`config.mk`:
```
export PLATFORM = sky130hd
export DESIGN_NAME = xcns_cell
export DESIGN_NICKNAME = d
export VERILOG_FILES = /design/src/design/xcns_pkg.sv /design/src/design/xcns_cell.sv
export SDC_FILE = /design/constraint.sdc
export NUM_CORES = 1
export LEC_CHECK = 0
export BUFFER_PORTS_ARGS = -buffer_cell sky130_fd_sc_hd__buf_2
export CAP_MARGIN = 10
export CORE_AREA = 2 2 344 346
export CTS_BUF_LIST = sky130_fd_sc_hd__clkbuf_4
export DETAILED_ROUTE_END_ITERATION = 12
export DIE_AREA = 0 0 346 348
export MAX_ROUTING_LAYER = met4
export SLEW_MARGIN = 0
export SYNTH_ARGS = -nofsm -noshare
export SYNTH_HDL_FRONTEND = slang
export SYNTH_SLANG_ARGS = --single-unit
export TNS_END_PERCENT = 10
```
`constraint.sdc`:
```
create_clock -name clk -period 7.65 [get_ports clk]
set_input_delay 0.765 -clock clk [delete_from_list [all_inputs] [get_ports clk]]
set_output_delay 0.765 -clock clk [all_outputs]
set_load 0.01 [all_outputs]
```
`src/design/xcns_pkg.sv`:
```
// Shared types and constants for the XOR closest-node selector.
`timescale 1ns / 1ps
package xcns_pkg;

  localparam int LIST_CAPACITY = 8;
  localparam int HANDLE_BITS   = 16;
  localparam int ID_HI_W       = 32;
  localparam int ID_MID_W      = 64;
  localparam int ID_LO_W       = 64;
  localparam int ID_BITS       = ID_HI_W + ID_MID_W + ID_LO_W;

  localparam int IDX_W  = (LIST_CAPACITY > 1) ? $clog2(LIST_CAPACITY) : 1;
  localparam int CNT_W  = $clog2(LIST_CAPACITY + 1);
  localparam int RANK_W = 3;

  localparam int CFG_IDX_W  = 2;
  localparam int CFG_DATA_W = 64;

  typedef enum logic [CFG_IDX_W-1:0] {
    CFG_TARGET_HI  = 2'd0,
    CFG_TARGET_MID = 2'd1,
    CFG_TARGET_LO  = 2'd2
  } cfg_idx_t;

  typedef struct packed {
    logic [HANDLE_BITS-1:0] handle;
    logic [ID_BITS-1:0]     id;
  } entry_t;

  typedef struct packed {
    logic load_cand;   // take the incoming candidate
    logic load_left;   // take the nearer neighbor's entry (insert shift)
    logic shift_out;   // take the farther neighbor's entry (drain shift)
  } cell_ctrl_t;

endpackage

```
`src/design/xcns_cell.sv`:
```
// One list slot: holds an entry and compares it against the candidate.
`timescale 1ns / 1ps
module xcns_cell import xcns_pkg::*; (
  input  logic               clk,
  input  entry_t             cand,
  input  logic [ID_BITS-1:0] target,
  input  entry_t             left_entry,
  input  entry_t             right_entry,
  input  cell_ctrl_t         ctrl,
  output entry_t             entry,
  output logic               id_equal,
  output logic               cand_nearer
);

  entry_t entry_r;
  entry_t entry_nxt;

  assign entry       = entry_r;
  assign id_equal    = (cand.id == entry_r.id);
  assign cand_nearer = ((cand.id ^ target) < (entry_r.id ^ target));

  always_comb begin
    entry_nxt = entry_r;
    if (ctrl.load_cand) begin
      entry_nxt = cand;
    end else if (ctrl.load_left) begin
      entry_nxt = left_entry;
    end else if (ctrl.shift_out) begin
      entry_nxt = right_entry;
    end
  end

  always_ff @(posedge clk) begin
    entry_r <= entry_nxt;
  end

endmodule

```
==> summary.txt <==
Run status
  • Status: finished, final reports clean

Critical path
  • Critical path endpoint category: output port
  • Req. time, crit path: 6880 ps
  • Crit path largest cell delay: just over 1000 ps
  • Worst Path Buf+Inv: 1
  • CP cell instances: xnor2_1, nand4_1, nor4_1, nand3_1, nor3_1, a222oi_1, a31oi_1, a2111oi_2, buf_2
  • Crit-path slowest cell: nor4_1
  • Crit start category: register
  • Worst Path Arrival: 4800 ps
  • CP Class: register to output port
  • Worst Path Max Fanout: 4
  • Delay-heaviest family, CP: simple AND/OR/NAND/NOR gates

STA
  • Final period utilization: 72.71%
  • RSZ-0062 raised after global routing: false
  • Final setup vio count: 0
  • Transition time of the tightest slew-check pin: 1125 ps
  • Slew Viols, Final: 0
  • Slew Limit Headroom: between 20% and 30%
  • Min Clock Period, post-route: roughly 5600 ps
  • Total Negative Setup Slacks: 0 ps
  • Fmax achieved: approximately 0.18 GHz
  • Final Hold Viols: 0

Job
  • Max Cap Viol: 0

Final layout
  • Largest register FFs: 176
  • Final #Nets: roughly 3300
  • Commonest non-fill, non-tap cells in the layout: buf_2 (868), nand2_1 (346), o21ai_0 (231)
  • Area delta synth->final: 49.16%
  • Most common cell after layout, fill and taps aside: buf_2
  • Final non-filler cell total: approximately 4200
  • Share of cells above drive strength 1: approximately 36%
  • Finished layout cell area: 0.02160 mm2

Drt
  • Met2 WL post-DR: about 44000 um
  • Final WL: approximately 95000 um
  • Vias: 16930
  • WL/cell: approximately 23 um
  • ANT nets after route: 0
  • 1st-iter DRT viols: ~1300
  • Met3 wire length: between 9000 and 10000 um
  • Drt first pass iters: 7
  • DRC Markers: 0
  • Vias per inst: between 4 and 5
  • Routed metal-1 wire length: 39310 um
  • Top Layer Used: met4

Die
  • Die Wd: ~350 um
  • Initial Utilization: 12.38%
  • Core area: ~0.12 mm2
  • # IOs: between 800 and 900
  • Die height: approximately 350 um
  • Placement Rows: about 130
  • Total Die Area: between 0.1 and 0.15 mm2

Synth
  • Syn_area_per_cell: between 8 and 9 um2
  • Netlist cell types: 50
  • Total nets after synthesis: around 2400
  • Post-synthesis cell count: approximately 1700
  • Cell Area, Synth: 0.01448 mm2
  • Asr flop ratio synth: 0%
  • Number of flops mapped to enable cells by yosys: roughly 180
  • Sequential fraction of the synthesis area: 36.49%
  • #FFs+latches synth: around 180
  • Main flop type after synthesis: edfxtp_1
  • Yosys warns: 0

GRT
  • Number of global-route vias before repair: 15860
  • First-pass GRT wire length: about 120000 um
  • Largest net degree at the start of global routing: 90
  • Overflow after GRT: 0
  • Initial antenna violation count: 102
  • All-layer global routing usage: around 16%

Clock network
  • Root Driver: clkbuf_4
  • CTS H-tree lvls: 4
  • Clock slew at reported path FFs: around 200 ps
  • Maximum clock path buffer count: 2
  • Total CTS buffers: 17
  • Post-CTS setup buffers: 0
  • CTS tree: yes
  • Clock sink count: 176

Place
  • Placement Cell Area: 0.02068 mm2
  • Port Buffer Count: about 870
  • Gpl congestion: 0.9612
  • Cell count after placement: between 4000 and 5000
  • Post-DP HPWL: just over 80000 um

Worst hold path
  • Worst Hold Depth: 3
  • Hold path endpoint: entry[48]$_DFFE_PP_
  • Hold crit path type: primary input to register
  • Hold path startpoint: cand[48]

Power
  • Pwr/cell area: approximately 140 mW/mm2
  • Lkg Pwr: approximately 0.0094 uW
  • VDD IR max: roughly 0.12 mV
[metal layers]
layer | vias to the layer above | GRT usage, %
met5 | - | -
met4 | 0 | 4.607
met3 | 150 | 5.361
met2 | 897 | 24.70
met1 | 7821 | 18.55
li1 | 8061 | -
[synthesized netlist by cell type, types with 3 or more instances]
| cell type | n | share of area [%] |
|---|---|---|
| xnor2_1 | 131 | 7.9 |
| clkbuf_1 | 46 | 1.2 |
| nor3_1 | 12 | 0.41 |
| or4_1 | 3 | 0.16 |
| o221ai_1 | 3 | 0.18 |
| a221o_1 | 15 | 1.0 |
| o211ai_1 | 7 | 0.36 |
| a21boi_0 | 3 | 0.16 |
| o41ai_1 | 3 | 0.18 |
| or3b_2 | 4 | 0.24 |
| a31oi_1 | 23 | 0.99 |
| mux2i_1 | 183 | 13 |
| nand2b_1 | 54 | 2.3 |
| a21oi_1 | 45 | 1.6 |
| inv_1 | 8 | 0.21 |
| a221oi_1 | 13 | 0.79 |
| nor3b_1 | 37 | 1.9 |
| o21ai_0 | 231 | 8.0 |
| o22ai_1 | 30 | 1.3 |
| nand4_1 | 18 | 0.78 |
| buf_1 | 13 | 0.34 |
| xor2_1 | 9 | 0.54 |
| edfxtp_1 | 176 | 36 |
| and3b_1 | 39 | 2.4 |
| nand2_1 | 346 | 9.0 |
| o31ai_1 | 15 | 0.78 |
| o21a_1 | 4 | 0.21 |
| o21bai_1 | 3 | 0.16 |
| and2_1 | 3 | 0.13 |
| nand3b_1 | 20 | 1.0 |
| nor2_1 | 119 | 3.1 |
| nand3_1 | 13 | 0.45 |
| a211oi_1 | 8 | 0.41 |
| nor4_1 | 12 | 0.52 |
| nor2b_1 | 22 | 0.95 |
[stage by stage]
stage / power, uW / setup slack [ps] / hold slack (ps) / utilization, %
after floorplan: 1853 / 1935 / 952.1 / -
after global placement: 2433 / 2385 / 1044 / 17.67
after detailed placement: 2450 / 2264 / 1054 / 17.68
after CTS: 3170 / 1551 / 0.2943 / 18.34
after global routing: 3307 / 1423 / 7.299 / 18.45
final: 3115 / 2088 / 196.4 / 18.47
[power by group]
group	total [uW]	switching [uW]	internal (uW)	leakage [uW]
combinational	1110	612	493	0.00736
sequential	1340	144	1200	0.00186
clock	670	466	204	0.000155
total	3120	1220	1890	0.00937
[kinds of logic after synthesis]
family / after synthesis / synth area share (%)
DFF: 176 / 36.49
xor gates and xnor gates: 140 / 8.466
muxes: 183 / 12.65
buffers and inverters: 67 / 1.736
and+or+nand+nor: 710 / 23.71
AOI/OAI and AO/OA: 416 / 16.95
[worst min-delay path: cells and delay by family]
family,cells,cell delay [ps]
buf+inv,1,120
compound gates,1,60
simple gates,1,50
[worst max-delay path by stage]
stage / cells past startpoint / to / startpoint
after CTS: 9 / cand_nearer / entry[125]$_DFFE_PP_
after global placement: 10 / cand_nearer / cand[127]
after global routing: 9 / cand_nearer / entry[127]$_DFFE_PP_
after detailed placement: 10 / cand_nearer / cand[127]
final: 9 / cand_nearer / entry[125]$_DFFE_PP_
after floorplan: 3 / entry[0]$_DFFE_PP_ / ctrl[1]
[cell type report]
class | count | area, um2
fillers | 13220 | 95370
multi-input cells | 1449 | 8954
flip-flops and latches | 176 | 5285
repair buffers | 930 | 4970
well taps | 1536 | 1922
clock inverters | 15 | 171.4
diodes | 58 | 145.1
clock buffers | 17 | 127.6
inverters | 8 | 30.03
[what timing repair did]
item                                   4_1_cts  5_1_grt
endpoints found under the hold margin       48        0
resized for setup                            0        0
hold buffers                                48        0
Power figures use the tool's default switching activity.
